<file path="config.mk">
export PLATFORM = sky130hd
export DESIGN_NAME = one_wire_bus_master_core
export DESIGN_NICKNAME = d
export VERILOG_FILES = /design/src/design/owbm_pkg.sv /design/src/design/owbm_front.sv /design/src/design/owbm_back.sv /design/src/design/one_wire_bus_master_core.sv
export SDC_FILE = /design/constraint.sdc
export NUM_CORES = 1
export LEC_CHECK = 0
export ABC_AREA = 1
export BUFFER_PORTS_ARGS = -buffer_cell sky130_fd_sc_hd__buf_4
export CAP_MARGIN = 5
export CORE_AREA = 10 10 146 174
export CTS_CLUSTER_DIAMETER = 30
export CTS_CLUSTER_SIZE = 14
export DETAILED_ROUTE_END_ITERATION = 16
export DIE_AREA = 0 0 156 184
export PLACE_DENSITY = 0.54
export SLEW_MARGIN = 20
export SYNTH_ARGS = -nofsm -noshare
export SYNTH_HDL_FRONTEND = slang
export SYNTH_SLANG_ARGS = --single-unit
export TNS_END_PERCENT = 10
</file>
<file path="constraint.sdc">
create_clock -name clk -period 3.3 [get_ports clk]
set_input_delay 0.165 -clock clk [delete_from_list [all_inputs] [get_ports clk]]
set_output_delay 0.165 -clock clk [all_outputs]
set_load 0.02 [all_outputs]
</file>
<file path="src/design/owbm_pkg.sv">
// ----------------------------------------------------------------------------
// owbm_pkg: shared types and constants of the 1-Wire bus master
// Command classes, one-hot bus phases, slot timings and the request record
// that travels from the front end to the bus engine.
// ----------------------------------------------------------------------------
package owbm_pkg;

  // Raw opcodes on the input channel.
  localparam logic [2:0] OP_NONE   = 3'd0;
  localparam logic [2:0] OP_RESET  = 3'd1;
  localparam logic [2:0] OP_WBYTE  = 3'd2;
  localparam logic [2:0] OP_RBYTE  = 3'd3;
  localparam logic [2:0] OP_WBIT   = 3'd4;
  localparam logic [2:0] OP_RBIT   = 3'd5;

  // Default depth of the request queue between front end and engine.
  localparam int QUEUE_DEPTH = 2;

  // Register map.
  localparam logic REG_TICKS_PER_US = 1'b0;

  // Reset status codes.
  localparam logic [1:0] ST_PRESENT  = 2'd0;
  localparam logic [1:0] ST_NO_PRES  = 2'd1;
  localparam logic [1:0] ST_STUCK    = 2'd2;

  // Phase lengths in microseconds.
  localparam logic [9:0] T_RST_LOW  = 10'd550;
  localparam logic [9:0] T_RST_W1   = 10'd70;
  localparam logic [9:0] T_RST_W2   = 10'd300;
  localparam logic [9:0] T_REC      = 10'd2;
  localparam logic [9:0] T_SHORT    = 10'd6;
  localparam logic [9:0] T_LONG     = 10'd64;
  localparam logic [9:0] T_R_LOW    = 10'd5;
  localparam logic [9:0] T_R_WAIT   = 10'd6;
  localparam logic [9:0] T_R_REST   = 10'd60;
  localparam logic [9:0] T_DEFAULT  = 10'd1;

  typedef enum logic [2:0] {
    CMD_NONE,
    CMD_RESET,
    CMD_WBYTE,
    CMD_RBYTE,
    CMD_WBIT,
    CMD_RBIT,
    CMD_UNUSED
  } cmd_t;

  typedef enum logic [10:0] {
    PH_IDLE    = 11'b000_0000_0001,
    PH_RST_LOW = 11'b000_0000_0010,
    PH_RST_W1  = 11'b000_0000_0100,
    PH_RST_W2  = 11'b000_0000_1000,
    PH_W_REC   = 11'b000_0001_0000,
    PH_W_LOW   = 11'b000_0010_0000,
    PH_W_REST  = 11'b000_0100_0000,
    PH_R_REC   = 11'b000_1000_0000,
    PH_R_LOW   = 11'b001_0000_0000,
    PH_R_WAIT  = 11'b010_0000_0000,
    PH_R_REST  = 11'b100_0000_0000
  } phase_t;

  typedef struct packed {
    cmd_t       cmd;
    logic [7:0] data;
    logic       level;
  } req_t;

  function automatic logic [9:0] phase_length(phase_t ph, logic bit_val);
    logic [9:0] len;
    len = T_DEFAULT;
    unique case (ph)
      PH_RST_LOW: len = T_RST_LOW;
      PH_RST_W1:  len = T_RST_W1;
      PH_RST_W2:  len = T_RST_W2;
      PH_W_REC:   len = T_REC;
      PH_W_LOW:   len = bit_val ? T_SHORT : T_LONG;
      PH_W_REST:  len = bit_val ? T_LONG : T_SHORT;
      PH_R_REC:   len = T_REC;
      PH_R_LOW:   len = T_R_LOW;
      PH_R_WAIT:  len = T_R_WAIT;
      PH_R_REST:  len = T_R_REST;
      default:    len = T_DEFAULT;
    endcase
    return len;
  endfunction

endpackage

</file>
<file path="src/design/owbm_front.sv">
// ----------------------------------------------------------------------------
// owbm_front: request intake and queue
// Classifies the opcode of each accepted request and holds it in a small
// queue until the bus engine takes it.
// ----------------------------------------------------------------------------
module owbm_front #(
  parameter int QUEUE_DEPTH = owbm_pkg::QUEUE_DEPTH
) (
  input  logic                clk,
  input  logic                rst_n,
  input  logic                in_valid,
  output logic                in_stall,
  input  logic [2:0]          in_op,
  input  logic [7:0]          in_data,
  input  logic                in_line_level,
  output owbm_pkg::req_t      q_req,
  output logic                q_valid,
  input  logic                q_pop
);

  localparam int PW = (QUEUE_DEPTH > 1) ? $clog2(QUEUE_DEPTH) : 1;
  localparam int CW = $clog2(QUEUE_DEPTH + 1);
  localparam logic [PW-1:0] LAST = PW'(QUEUE_DEPTH - 1);
  localparam logic [CW-1:0] FULL = CW'(QUEUE_DEPTH);

  owbm_pkg::req_t  mem_r [QUEUE_DEPTH];
  logic [PW-1:0]   wr_ptr_r, wr_ptr_nxt;
  logic [PW-1:0]   rd_ptr_r, rd_ptr_nxt;
  logic [CW-1:0]   count_r, count_nxt;
  owbm_pkg::cmd_t  cmd;
  logic            push;
  logic            pop;

  always_comb begin
    unique case (in_op)
      owbm_pkg::OP_NONE:  cmd = owbm_pkg::CMD_NONE;
      owbm_pkg::OP_RESET: cmd = owbm_pkg::CMD_RESET;
      owbm_pkg::OP_WBYTE: cmd = owbm_pkg::CMD_WBYTE;
      owbm_pkg::OP_RBYTE: cmd = owbm_pkg::CMD_RBYTE;
      owbm_pkg::OP_WBIT:  cmd = owbm_pkg::CMD_WBIT;
      owbm_pkg::OP_RBIT:  cmd = owbm_pkg::CMD_RBIT;
      default:            cmd = owbm_pkg::CMD_UNUSED;
    endcase
  end

  assign in_stall = (count_r == FULL);
  assign push     = in_valid && !in_stall;
  assign pop      = q_pop;
  assign q_valid  = (count_r != '0);
  assign q_req    = mem_r[rd_ptr_r];

  always_comb begin
    wr_ptr_nxt = wr_ptr_r;
    rd_ptr_nxt = rd_ptr_r;
    count_nxt  = count_r;
    if (push) begin
      wr_ptr_nxt = (wr_ptr_r == LAST) ? '0 : wr_ptr_r + 1'b1;
    end
    if (pop) begin
      rd_ptr_nxt = (rd_ptr_r == LAST) ? '0 : rd_ptr_r + 1'b1;
    end
    if (push && !pop) begin
      count_nxt = count_r + 1'b1;
    end else if (pop && !push) begin
      count_nxt = count_r - 1'b1;
    end
  end

  always_ff @(posedge clk) begin
    if (!rst_n) begin
      wr_ptr_r <= '0;
      rd_ptr_r <= '0;
      count_r  <= '0;
    end else begin
      wr_ptr_r <= wr_ptr_nxt;
      rd_ptr_r <= rd_ptr_nxt;
      count_r  <= count_nxt;
    end
  end

  always_ff @(posedge clk) begin
    if (push) begin
      mem_r[wr_ptr_r] <= '{cmd: cmd, data: in_data, level: in_line_level};
    end
  end

endmodule

</file>
<file path="src/design/owbm_back.sv">
// ----------------------------------------------------------------------------
// owbm_back: bus engine and result register
// Advances the prescaler, the microsecond timer and the slot phases by one
// tick per request taken from the queue, and registers the tick's result.
// ----------------------------------------------------------------------------
module owbm_back (
  input  logic                clk,
  input  logic                rst_n,
  input  logic [7:0]          ticks_per_us,
  input  owbm_pkg::req_t      q_req,
  input  logic                q_valid,
  output logic                q_pop,
  output logic                out_valid,
  input  logic                out_stall,
  output logic                out_drive_low,
  output logic                out_busy_res,
  output logic                out_done_res,
  output logic [7:0]          out_read_data,
  output logic [1:0]          out_status,
  output logic                out_rejected
);

  owbm_pkg::phase_t phase_r, phase_nxt;
  logic [9:0]  us_r, us_nxt;
  logic [7:0]  presc_r, presc_nxt;
  logic [2:0]  bit_idx_r, bit_idx_nxt;
  logic [7:0]  shift_r, shift_nxt;
  logic        byte_mode_r, byte_mode_nxt;
  logic [1:0]  status_r, status_nxt;

  logic        out_valid_r;
  logic        drive_r, busy_r, done_r, rej_r;
  logic [7:0]  rd_r;

  logic        fire;
  logic        done, rej;
  logic [7:0]  rd;
  logic [7:0]  lim;
  logic [9:0]  len;
  logic        lvl;

  assign fire      = q_valid && (!out_valid_r || !out_stall);
  assign q_pop     = fire;
  assign lvl       = q_req.level;
  // A zero prescale setting behaves as one tick per microsecond.
  assign lim       = (ticks_per_us == 8'd0) ? 8'd1 : ticks_per_us;
  assign len       = owbm_pkg::phase_length(phase_r, shift_r[0]);

  always_comb begin
    phase_nxt     = phase_r;
    us_nxt        = us_r;
    presc_nxt     = presc_r;
    bit_idx_nxt   = bit_idx_r;
    shift_nxt     = shift_r;
    byte_mode_nxt = byte_mode_r;
    status_nxt    = status_r;
    done          = 1'b0;
    rej           = 1'b0;
    rd            = 8'd0;
    if (phase_r == owbm_pkg::PH_IDLE) begin
      unique case (q_req.cmd)
        owbm_pkg::CMD_RESET: begin
          phase_nxt = owbm_pkg::PH_RST_LOW;
        end
        owbm_pkg::CMD_WBYTE: begin
          byte_mode_nxt = 1'b1;
          shift_nxt     = q_req.data;
          phase_nxt     = owbm_pkg::PH_W_REC;
        end
        owbm_pkg::CMD_RBYTE: begin
          byte_mode_nxt = 1'b1;
          shift_nxt     = 8'd0;
          phase_nxt     = owbm_pkg::PH_R_REC;
        end
        owbm_pkg::CMD_WBIT: begin
          byte_mode_nxt = 1'b0;
          shift_nxt     = {7'd0, q_req.data[0]};
          phase_nxt     = owbm_pkg::PH_W_REC;
        end
        owbm_pkg::CMD_RBIT: begin
          byte_mode_nxt = 1'b0;
          shift_nxt     = 8'd0;
          phase_nxt     = owbm_pkg::PH_R_REC;
        end
        default: begin
        end
      endcase
      if (phase_nxt != owbm_pkg::PH_IDLE) begin
        us_nxt      = 10'd0;
        presc_nxt   = 8'd0;
        bit_idx_nxt = 3'd0;
      end
    end else begin
      rej = (q_req.cmd != owbm_pkg::CMD_NONE);
      if ({1'b0, presc_r} + 9'd1 >= {1'b0, lim}) begin
        presc_nxt = 8'd0;
        if ({1'b0, us_r} + 11'd1 >= {1'b0, len}) begin
          us_nxt = 10'd0;
          unique case (phase_r)
            owbm_pkg::PH_RST_LOW: phase_nxt = owbm_pkg::PH_RST_W1;
            owbm_pkg::PH_RST_W1: begin
              if (lvl) begin
                status_nxt = owbm_pkg::ST_NO_PRES;
                done       = 1'b1;
              end else begin
                phase_nxt = owbm_pkg::PH_RST_W2;
              end
            end
            owbm_pkg::PH_RST_W2: begin
              status_nxt = lvl ? owbm_pkg::ST_PRESENT : owbm_pkg::ST_STUCK;
              done       = 1'b1;
            end
            owbm_pkg::PH_W_REC: phase_nxt = owbm_pkg::PH_W_LOW;
            owbm_pkg::PH_W_LOW: phase_nxt = owbm_pkg::PH_W_REST;
            owbm_pkg::PH_W_REST: begin
              if (byte_mode_r && bit_idx_r != 3'd7) begin
                bit_idx_nxt = bit_idx_r + 3'd1;
                shift_nxt   = {1'b0, shift_r[7:1]};
                phase_nxt   = owbm_pkg::PH_W_REC;
              end else begin
                done = 1'b1;
              end
            end
            owbm_pkg::PH_R_REC: phase_nxt = owbm_pkg::PH_R_LOW;
            owbm_pkg::PH_R_LOW: phase_nxt = owbm_pkg::PH_R_WAIT;
            owbm_pkg::PH_R_WAIT: begin
              // Byte reads shift each sampled bit in from the top.
              shift_nxt = byte_mode_r ? {lvl, shift_r[7:1]} : {7'd0, lvl};
              phase_nxt = owbm_pkg::PH_R_REST;
            end
            owbm_pkg::PH_R_REST: begin
              if (byte_mode_r && bit_idx_r != 3'd7) begin
                bit_idx_nxt = bit_idx_r + 3'd1;
                phase_nxt   = owbm_pkg::PH_R_REC;
              end else begin
                rd   = shift_r;
                done = 1'b1;
              end
            end
            default: phase_nxt = owbm_pkg::PH_IDLE;
          endcase
          if (done) begin
            phase_nxt   = owbm_pkg::PH_IDLE;
            bit_idx_nxt = 3'd0;
          end
        end else begin
          us_nxt = us_r + 10'd1;
        end
      end else begin
        presc_nxt = presc_r + 8'd1;
      end
    end
  end

  always_ff @(posedge clk) begin
    if (!rst_n) begin
      phase_r     <= owbm_pkg::PH_IDLE;
      us_r        <= 10'd0;
      presc_r     <= 8'd0;
      bit_idx_r   <= 3'd0;
      shift_r     <= 8'd0;
      byte_mode_r <= 1'b0;
      status_r    <= 2'd0;
      out_valid_r <= 1'b0;
    end else begin
      if (fire) begin
        phase_r     <= phase_nxt;
        us_r        <= us_nxt;
        presc_r     <= presc_nxt;
        bit_idx_r   <= bit_idx_nxt;
        shift_r     <= shift_nxt;
        byte_mode_r <= byte_mode_nxt;
        status_r    <= status_nxt;
        out_valid_r <= 1'b1;
      end else if (!out_stall) begin
        out_valid_r <= 1'b0;
      end
    end
  end

  always_ff @(posedge clk) begin
    if (fire) begin
      drive_r <= (phase_nxt == owbm_pkg::PH_RST_LOW) || (phase_nxt == owbm_pkg::PH_W_LOW)
              || (phase_nxt == owbm_pkg::PH_R_LOW);
      busy_r  <= (phase_nxt != owbm_pkg::PH_IDLE);
      done_r  <= done;
      rd_r    <= rd;
      rej_r   <= rej;
    end
  end

  assign out_valid     = out_valid_r;
  assign out_drive_low = drive_r;
  assign out_busy_res  = busy_r;
  assign out_done_res  = done_r;
  assign out_read_data = rd_r;
  assign out_status    = status_r;
  assign out_rejected  = rej_r;

endmodule

</file>
<file path="src/design/one_wire_bus_master_core.sv">
// ----------------------------------------------------------------------------
// one_wire_bus_master_core: standard-speed 1-Wire bus master
// Each request on the input channel is one tick of the timing base: an
// opcode, a data byte and the sampled bus level. Each request yields exactly
// one result: the bus drive, busy, done, read data, reset status and a
// rejected flag for a command that arrived while an operation was running.
// The ticks_per_us register (byte address 0) sets the prescaler. The user is to
// write it over the APB-style port while the block is idle; the block does not enforce this.
// A request is accepted when in_valid is high and in_stall is low; it enters
// a short queue, the bus engine takes it from there once the result register
// is free or being read, and the result of its tick is registered and offered.
// Throughput is one request per cycle while out_stall is low, one engine step each.
// If out_stall is held, the result register holds its value, the engine
// pauses and the queue fills; in_stall rises once the queue is full.
// Reset (rst_n low, synchronous) empties the queue, drops out_valid, puts
// the engine in idle with status 0 and sets ticks_per_us to 1.
// ----------------------------------------------------------------------------
module one_wire_bus_master_core #(
  parameter int QUEUE_DEPTH = owbm_pkg::QUEUE_DEPTH
) (
  input  logic         clk,
  input  logic         rst_n,
  input  logic         in_valid,
  output logic         in_stall,
  input  logic [2:0]   in_op,
  input  logic [7:0]   in_data,
  input  logic         in_line_level,
  output logic         out_valid,
  input  logic         out_stall,
  output logic         out_drive_low,
  output logic         out_busy_res,
  output logic         out_done_res,
  output logic [7:0]   out_read_data,
  output logic [1:0]   out_status,
  output logic         out_rejected,
  input  logic         psel,
  input  logic         penable,
  input  logic         pwrite,
  input  logic [2:0]   paddr,
  input  logic [31:0]  pwdata,
  output logic [31:0]  prdata,
  output logic         pready
);

  logic [7:0]       ticks_r;
  owbm_pkg::req_t   q_req;
  logic             q_valid;
  logic             q_pop;
  logic             reg_hit;

  assign pready  = 1'b1;
  assign reg_hit = (paddr[2] == owbm_pkg::REG_TICKS_PER_US);
  assign prdata  = reg_hit ? {24'd0, ticks_r} : 32'd0;

  always_ff @(posedge clk) begin
    if (!rst_n) begin
      ticks_r <= 8'd1;
    end else if (psel && penable && pwrite && pready && reg_hit) begin
      ticks_r <= pwdata[7:0];
    end
  end

  owbm_front #(
    .QUEUE_DEPTH(QUEUE_DEPTH)
  ) u_front (
    .clk          (clk),
    .rst_n        (rst_n),
    .in_valid     (in_valid),
    .in_stall     (in_stall),
    .in_op        (in_op),
    .in_data      (in_data),
    .in_line_level(in_line_level),
    .q_req        (q_req),
    .q_valid      (q_valid),
    .q_pop        (q_pop)
  );

  owbm_back u_back (
    .clk          (clk),
    .rst_n        (rst_n),
    .ticks_per_us (ticks_r),
    .q_req        (q_req),
    .q_valid      (q_valid),
    .q_pop        (q_pop),
    .out_valid    (out_valid),
    .out_stall    (out_stall),
    .out_drive_low(out_drive_low),
    .out_busy_res (out_busy_res),
    .out_done_res (out_done_res),
    .out_read_data(out_read_data),
    .out_status   (out_status),
    .out_rejected (out_rejected)
  );

endmodule

</file>
==> results of run 1 <==
-- worst paths after layout --
| path | depth (start not counted) | end | slack, ns |
|---|---|---|---|
| worst max-delay path | 25 | u_back.out_drive_low | 0.23 |
| worst min-delay path | 1 | u_front.mem_r[0][0] | 0.01 |
| worst max register to register | 25 | u_back.out_drive_low | 0.23 |
| worst min register to register | 1 | u_front.rd_ptr_r | 0.45 |
-- logic make-up after synthesis --
group / Yosys count / share of synthesized area
xor gates and xnor gates: 11 / 0.01786
AOI/OAI and AO/OA: 126 / 0.1362
adders and majority gates: 22 / 0.05103
muxes: 7 / 0.01345
DFF: 93 / 0.4120
and+or+nand+nor: 288 / 0.2473
buffers and inverters: 142 / 0.1209
other: 2 / 0.001392
-- cells in the mapped netlist, drive strengths merged --
library cell | number | area share
nand3b | 3 | 0.0042
xnor2 | 1 | 0.0016
o211a | 1 | 0.0019
mux2 | 2 | 0.0042
a21oi | 41 | 0.038
xor2 | 10 | 0.016
mux2i | 5 | 0.0093
nor4 | 2 | 0.0035
inv | 99 | 0.069
nand4 | 15 | 0.017
o21bai | 1 | 0.0014
nor2 | 94 | 0.074
a211oi | 2 | 0.0028
a21o | 2 | 0.0028
or2 | 2 | 0.0023
a22oi | 15 | 0.021
o31ai | 2 | 0.0037
conb | 2 | 0.0014
nor3 | 23 | 0.023
o22ai | 1 | 0.0012
and3 | 1 | 0.0012
o21a | 1 | 0.0014
clkbuf | 12 | 0.0084
o211ai | 6 | 0.0084
ha | 22 | 0.051
nand3 | 36 | 0.037
a21boi | 1 | 0.0014
nand2 | 112 | 0.084
edfxtp | 36 | 0.20
dfxtp | 57 | 0.21
o2111ai | 1 | 0.0016
o21ai | 49 | 0.047
o41ai | 1 | 0.0016
a31oi | 2 | 0.0023
buf | 31 | 0.044
-- per-stage QoR --
step / utilization / std cells
after CTS: 0.2962 / 1039
after global routing: 0.3009 / 1041
after floorplan: - / 714
after detailed placement: 0.2790 / 1016
final: 0.3009 / 1041
after global placement: 0.2790 / 1016
-- layer usage --
layer,up-vias,share of wire
li1,2391,-
met1,2059,0.46
met2,97,0.48
met3,12,0.047
met4,0,0.014
met5,-,0
-- power groups by stage --
stage                     sequential, mW  combinational (mW)  clock, mW
after floorplan                     1.69                2.20          0
after global placement              1.64                3.16          0
after detailed placement            1.64                3.15          0
after CTS                           1.62                3.17       1.10
after global routing                1.67                3.78       1.13
final                               1.63                3.37       1.07
-- registers in the layout, summed over array words and instances (netlist names), 2 cells and up, named ones only --
name                  flops
ticks_r                   8
u_back.bit_idx_r          3
u_back.out_read_data      8
u_back.out_status         2
u_back.phase_r           11
u_back.presc_r            8
u_back.shift_r            8
u_back.us_r              10
u_front.count_r           2
u_front.mem_r            24
-- area by class of cell --
type	count	area (sq um)
multi-input combinational	479	2694
tap	274	342.8
clock inverter	7	78.83
sequential	93	2223
clock buffer	9	225.2
timing repair buffer	80	618.1
inverter	99	371.6
fill	2322	15220
-- what timing repair did --
item | 4_1_cts | 5_1_grt
setup buffers | 0 | 2
hold buffers | 7 | 0
gates resized for setup | 0 | 26
hold endpoints to repair | 13 | 0
endpoints found under the setup margin | 0 | 34
==> flow_summary.toml, run 1 <==
[status]
status = "complete, no violations"

[floorplan]
core_sq_um = 21780
die_x_microns = 156
die_area_sq_um = 28700
num_rows = 59
io_pins = 103
start_util = 0.2477
die_y_microns = 184

[worst_hold_path]
worstHoldStart = "in_line_level"
hold_class = "in -> reg"

[placed_design]
hpwl_microns = 10380
port_buffers = 51
pre_cts_slack_ns = 0.1250
placed_area_sq_um = 6076
place_congestion = 0.8861

[pwr]
p_int_mw = 3.170
peakVddDrop_uv = 467.0
p_total_mw = 6.068
p_leak_nw = 2.897
p_clk_frac = 0.176
power_density_nw_per_um2 = 925.9
swShare = 0.4776
power_frac_comb = 0.555
p_switching_mw = 2.898
p_seq_frac = 0.268

[timing]
layout_setup_ws_ns = 0.2297
max_slew.worst_pin.slew_ns = 0.6370
setup_tns_ns = 0
rsz0062_at_grt = "true"
timing.hold.ws_ns = 0.01165
slew-limit-headroom = 0.5749
maxSlewViolCount = 0
period_needed_ns = 3.070
hold_viol = 0
setup_violations = 0
period_share = 0.9304
clock.fmax_mhz = 325.7
final.setup_skew_ns = 0.009576

[setup_path]
end_kind = "register"
r2r-start = "u_back.phase_r[4]"
cp.arrival_ns = 3.28
crit_start = "u_back.phase_r[4]"
worstSetupPathType = "reg -> reg"
crit_slowest_cell = "dfxtp_1"
worst-path-buf-inv = 2
crit_path_frequent_cell = "nand2_1"
crit_family = "simple AND/OR/NAND/NOR gates"
cp-start-kind = "register"
crit_required_ns = 3.51
cp_max_fo = 7
cp_slowest_stage_delay_ns = 0.35

[yosys]
ys.warnings.count = 0
yosysSeqAreaShare = 0.4120
syn_area_sq_um = 5394
syn_avg_cell_area_sq_um = 7.806
syn_inst = 691
ys_types = 49
synth-seq-cells = 93

[route]
vias = 4559
drc = 0
via_per_inst = 4.379
wl_per_cell_microns = 12.85
drt_pass1_iterations = 5
drtAntennaViolNets = 0
wirelength_microns = 13380
drtIter0Drc = 321

[clock_network]
clk_pin_slew_ns = 0.07
cts_root_buf = "clkbuf_16"
clock_tree.buffer_depth = 2
insertion_delay_ns = 0.35
clkSinkCount = 93
htree_levels = 3
cts_buffers = 9
tritoncts = "yes"

[grt]
antenna_found_initial = 0
met3_usage = 0.01849
grt_overflow_total = 0
met2_usage = 0.1615
grt_max_degree = 26
grt_pass1_vias = 4455
grt_busiest_layer = "met2"
grt_use_met1 = 0.1164
grt_pass1_wl_microns = 22020
track_usage = 0.09488

[finish]
nets = 838
layout_commonest_cell = "nand2_1"
drive_above_1_share = 0.1851
layout_common_cells = "98 x nand2_1, 94 x inv_1, 76 x nor2_1"
finish.instance_area_sq_um = 6554
area_growth_pct = 21.50
diodes = 0

[flow_run]
cap_viol_max_count = 0
Power figures use the tool's default switching activity.
==> run 2, diff against run 1 <==
Settings changed: CORE_AREA 10 10 146 174 to 10 10 116 139, DIE_AREA 0 0 156 184 to 0 0 126 149, PLACE_DENSITY 0.54 to 0.73.
==> flow_summary.toml, run 2 (synthesis results as in run 1) <==
[floorplan]
die_y_microns = 149
start_util = 0.3988
core_sq_um = 13530
num_rows = 47
die_x_microns = 126
io_pins = 103
die_area_sq_um = 18770

[worst_hold_path]
hold_class = "in -> reg"

[status]
status = "complete, no violations"

[timing]
max_slew.worst_pin.slew_ns = 1.056
rsz0062_at_grt = "true"
layout_setup_ws_ns = 0.07680
maxSlewViolCount = 0
clock.fmax_mhz = 310.3
final.setup_skew_ns = 0.006686
period_needed_ns = 3.223
slew-limit-headroom = 0.2932
period_share = 0.9767
timing.hold.ws_ns = 0.01453
setup_violations = 0
hold_viol = 0

[finish]
nets = 850
multi_input_area_sq_um = 2864
largest_reg_flops = 24
layout_commonest_cell = "inv_1"
drive_above_1_share = 0.2285
regMostFlops = "u_front.mem_r"
area_growth_pct = 23.99
largestRegisters = "u_front.mem_r (24), u_back.phase_r (11), u_back.us_r (10)"
diodes = 0
layout_common_cells = "89 x inv_1, 87 x nand2_1, 79 x buf_4"
seq_area_sq_um = 2232
nFillCells = 1287

[clock_network]
clk_pin_slew_ns = 0.07
cts_root_buf = "clkbuf_16"
cts_buffers = 9
htree_levels = 3
insertion_delay_ns = 0.35
tritoncts = "yes"
clkSinkCount = 93
clock_tree.buffer_depth = 2

[placed_design]
place_congestion = 0.9023
port_buffers = 51
pre_cts_slack_ns = -0.007050
hpwl_microns = 9334

[route]
drc = 0
wl_per_cell_microns = 14.04
drt_pass1_iterations = 5
via_per_inst = 5.081
wirelength_microns = 13340
drtAntennaViolNets = 0
drtIter0Drc = 325
vias = 4827

[setup_path]
crit_required_ns = 3.40
cp_max_fo = 6
worstSetupPathType = "reg -> reg"
cp-start-kind = "register"
end_kind = "register"
cp.arrival_ns = 3.32

[flow_run]
cap_viol_max_count = 0

[grt]
grt_overflow_total = 0
grt_max_degree = 34
grt_pass1_vias = 4420
antenna_found_initial = 0
grt_pass1_wl_microns = 20550
track_usage = 0.1310

[pwr]
p_total_mw = 6.796
peakVddDrop_uv = 683.3
p_leak_nw = 3.000
power_density_nw_per_um2 = 1016
[run 2: cell count changes in the layout (fill, tap and decap cells not counted), sizes merged]
cell         before  now
buf              73   80
inv             102  101
clkbuf            9   10
nand2           112  114
dlygate4sd3       7   10
[run 2: final timing paths]
path	depth (start not counted)	slack, ns	start	to
setup / recovery	23	0.08	u_back.phase_r[4]	u_back.out_drive_low
hold / removal	1	0.01	in_op[2]	u_front.mem_r[1][11]
setup reg to reg	23	0.08	u_back.phase_r[4]	u_back.out_drive_low
hold reg to reg	2	0.46	u_back.shift_r[3]	u_back.shift_r[3]
[run 2: final cells by class]
type / instances / share of cell area
clock inverters: 6 / 0.01048
well taps: 171 / 0.03199
clock buffers: 10 / 0.03424
inverters: 99 / 0.05594
flip-flops and latches: 93 / 0.3338
repair buffers: 90 / 0.1053
multi-input cells: 481 / 0.4283
[run 2: what timing repair did]
action	4_1_cts	5_1_grt
gates cloned	0	2
endpoints found under the setup margin	1	41
endpoints found under the hold margin	16	4
hold buffers	8	2
pin swaps	0	37
buffers inserted	0	18
gates resized for setup	1	79
[run 2: power breakdown]
group          switching [mW]  leakage (nW)  internal, mW
registers               0.198         0.808          1.48
clock network           0.449         0.143         0.594
logic                    2.63          2.05          1.45
total                    3.28          3.00          3.52
[run 2: critical path, stage by stage, from the launching register on]
cell and delay, ns:
dfxtp_2 0.36, nor2_2 0.14, nand2_2 0.14, nor2_4 0.16, nand3_1 0.15, buf_4 0.18, nand2_1 0.07, a21oi_1 0.05
ha_1 0.28, nand2_1 0.06, a21oi_1 0.14, nor2_1 0.05, nand3_1 0.07, nand2_1 0.06, nand2_2 0.08, nand2_4 0.09
nand2_8 0.14, nand2_8 0.10, nor2_4 0.17, inv_2 0.08, o21ai_4 0.17, nor2_1 0.08, nand4_1 0.08, nand2_1 0.06
[run 2: per-layer routing]
layer	vias up	part of all wire	global-route usage
li1	2426	-	-
met4	0	0.031	0.05017
met2	192	0.49	0.2284
met5	-	0	0
met3	31	0.065	0.03236
met1	2178	0.41	0.1510
[run 2: per-stage QoR]
step | instances | cell area (sq um) | TNS (ns) | utilization
after floorplan | 714 | 5480 | 0 | -
after global placement | 904 | 5879 | 0 | 0.4347
after detailed placement | 904 | 5879 | -0.007050 | 0.4347
after CTS | 928 | 6264 | 0 | 0.4631
after global routing | 950 | 6688 | -0.4576 | 0.4945
final | 950 | 6688 | 0 | 0.4945
==> run 3, diff against run 2 <==
Settings changed: BUFFER_PORTS_ARGS -buffer_cell sky130_fd_sc_hd__buf_4 to -buffer_cell sky130_fd_sc_hd__buf_2.
==> flow_summary.toml, run 3 (synthesis results as in run 1) <==
[clock_network]
tritoncts = "yes"
cts_buffers = 9
clock_tree.buffer_depth = 2
htree_levels = 3
clk_pin_slew_ns = 0.07
clkSinkCount = 93
cts_root_buf = "clkbuf_16"
insertion_delay_ns = 0.35

[route]
wirelength_microns = 12770
vias = 4638
drt_pass1_iterations = 7
via_per_inst = 4.966
drtIter0Drc = 255
drc = 0
drtAntennaViolNets = 0
wl_per_cell_microns = 13.67

[placed_design]
port_buffers = 51
place_congestion = 0.9952
hpwl_microns = 9518

[timing]
setup_tns_ns = 0
slew-limit-headroom = 0.3454
period_share = 0.9398
hold_viol = 0
max_slew.worst_pin.slew_ns = 0.9783
clock.fmax_mhz = 322.5
period_needed_ns = 3.101
timing.hold.ws_ns = 0.007067
setup_violations = 0
final.setup_skew_ns = 0.01071
rsz0062_at_grt = "true"
maxSlewViolCount = 0

[setup_path]
cp.arrival_ns = 3.21
worstSetupPathType = "reg -> reg"
crit_path_frequent_cell = "nand2_1"
crit_required_ns = 3.41
cp-start-kind = "register"
crit_slowest_cell = "dfxtp_2"
cp_max_fo = 7
cp_slowest_stage_delay_ns = 0.37
end_kind = "register"
worst-path-buf-inv = 3
crit_family = "simple AND/OR/NAND/NOR gates"

[grt]
track_usage = 0.1299
grt_pass1_vias = 4308
grt_max_degree = 34
antenna_found_initial = 0
grt_overflow_total = 0
grt_pass1_wl_microns = 20310

[floorplan]
start_util = 0.3988
num_rows = 47
die_y_microns = 149
die_area_sq_um = 18770
die_x_microns = 126
core_sq_um = 13530
io_pins = 103

[finish]
regMostFlops = "u_front.mem_r"
nets = 834
area_growth_pct = 17.54
drive_above_1_share = 0.2149
largestRegisters = "u_front.mem_r (24), u_back.phase_r (11), u_back.us_r (10)"
diodes = 0
layout_commonest_cell = "nand2_1"
largest_reg_flops = 24
layout_common_cells = "95 x nand2_1, 89 x inv_1, 74 x nor2_1"

[pwr]
p_int_mw = 3.092
power_density_nw_per_um2 = 954.8
peakVddDrop_uv = 515.5
power_frac_comb = 0.559
p_clk_frac = 0.164
p_switching_mw = 2.961
swShare = 0.4892
p_seq_frac = 0.276
p_leak_nw = 2.859

[worst_hold_path]
hold_class = "in -> reg"

[flow_run]
cap_viol_max_count = 0

[status]
status = "complete, no violations"
## run 3: cell types whose count changed in the layout (fill, tap and decap cells not counted), moves of 3 or more
cell and delta:
buf_2 +51, buf_4 -59, dfxtp_1 -3, dfxtp_2 +3
dlygate4sd3_1 -6, nand2_1 +8, nand2_2 -5, nand2_4 -3
o21ai_0 +7, o21ai_1 -6
## run 3: final timing paths
kind / slack, ns / to / from / cells after the start
setup / recovery: 0.20 / u_back.out_drive_low / u_back.phase_r[2] / 27
hold / removal: 0.007 / u_front.mem_r[1][4] / in_data[3] / 1
setup reg to reg: 0.20 / u_back.out_drive_low / u_back.phase_r[2] / 27
hold reg to reg: 0.45 / u_front.rd_ptr_r / u_front.rd_ptr_r / 1
## run 3: repair_timing
| item | CTS | global route |
|---|---|---|
| pin swaps | 0 | 15 |
| gates resized for setup | 2 | 58 |
| setup buffers | 0 | 7 |
| gates cloned | 0 | 0 |
| hold endpoints to repair | 7 | 0 |
| hold buffers | 4 | 0 |
| setup endpoints to repair | 3 | 35 |
## run 3: layout make-up
| class | instances | area (sq um) |
|---|---|---|
| clock buffer | 9 | 225.2 |
| clock inverter | 7 | 57.56 |
| inverter | 99 | 374.1 |
| timing repair buffer | 76 | 456.7 |
| fill | 1337 | 7186 |
| multi-input combinational | 479 | 2776 |
| sequential | 93 | 2236 |
| tap | 171 | 214.0 |
## run 3: metal layers
metal  global-route usage  wire (microns)  vias up
met2               0.2196            6219      128
met3              0.02525             668       13
met5                    0               0        -
met4              0.05245             201        0
met1               0.1583            5676     2110
li1                     -               -     2387
## run 3: power groups by stage
stage	Sequential (mW)	Combinational (mW)	Clock, mW
after floorplan	1.69	2.20	0
after global placement	1.65	2.96	0
after detailed placement	1.65	2.99	0
after CTS	1.63	3.00	1.02
after global routing	1.71	3.72	1.06
final	1.67	3.39	0.994
## run 3: metrics by stage
stage               setup slack (ns)    util  cell area, sq um  std cells  power, mW
floorplan                     0.4487       -              5480        714      3.886
global placement             0.09155  0.4269              5774        907      4.608
detailed placement          -0.02807  0.4269              5774        907      4.635
CTS                          0.02593  0.4512              6102        927      5.650
global route                -0.05269  0.4687              6340        934      6.487
finish                        0.1988  0.4687              6340        934      6.054
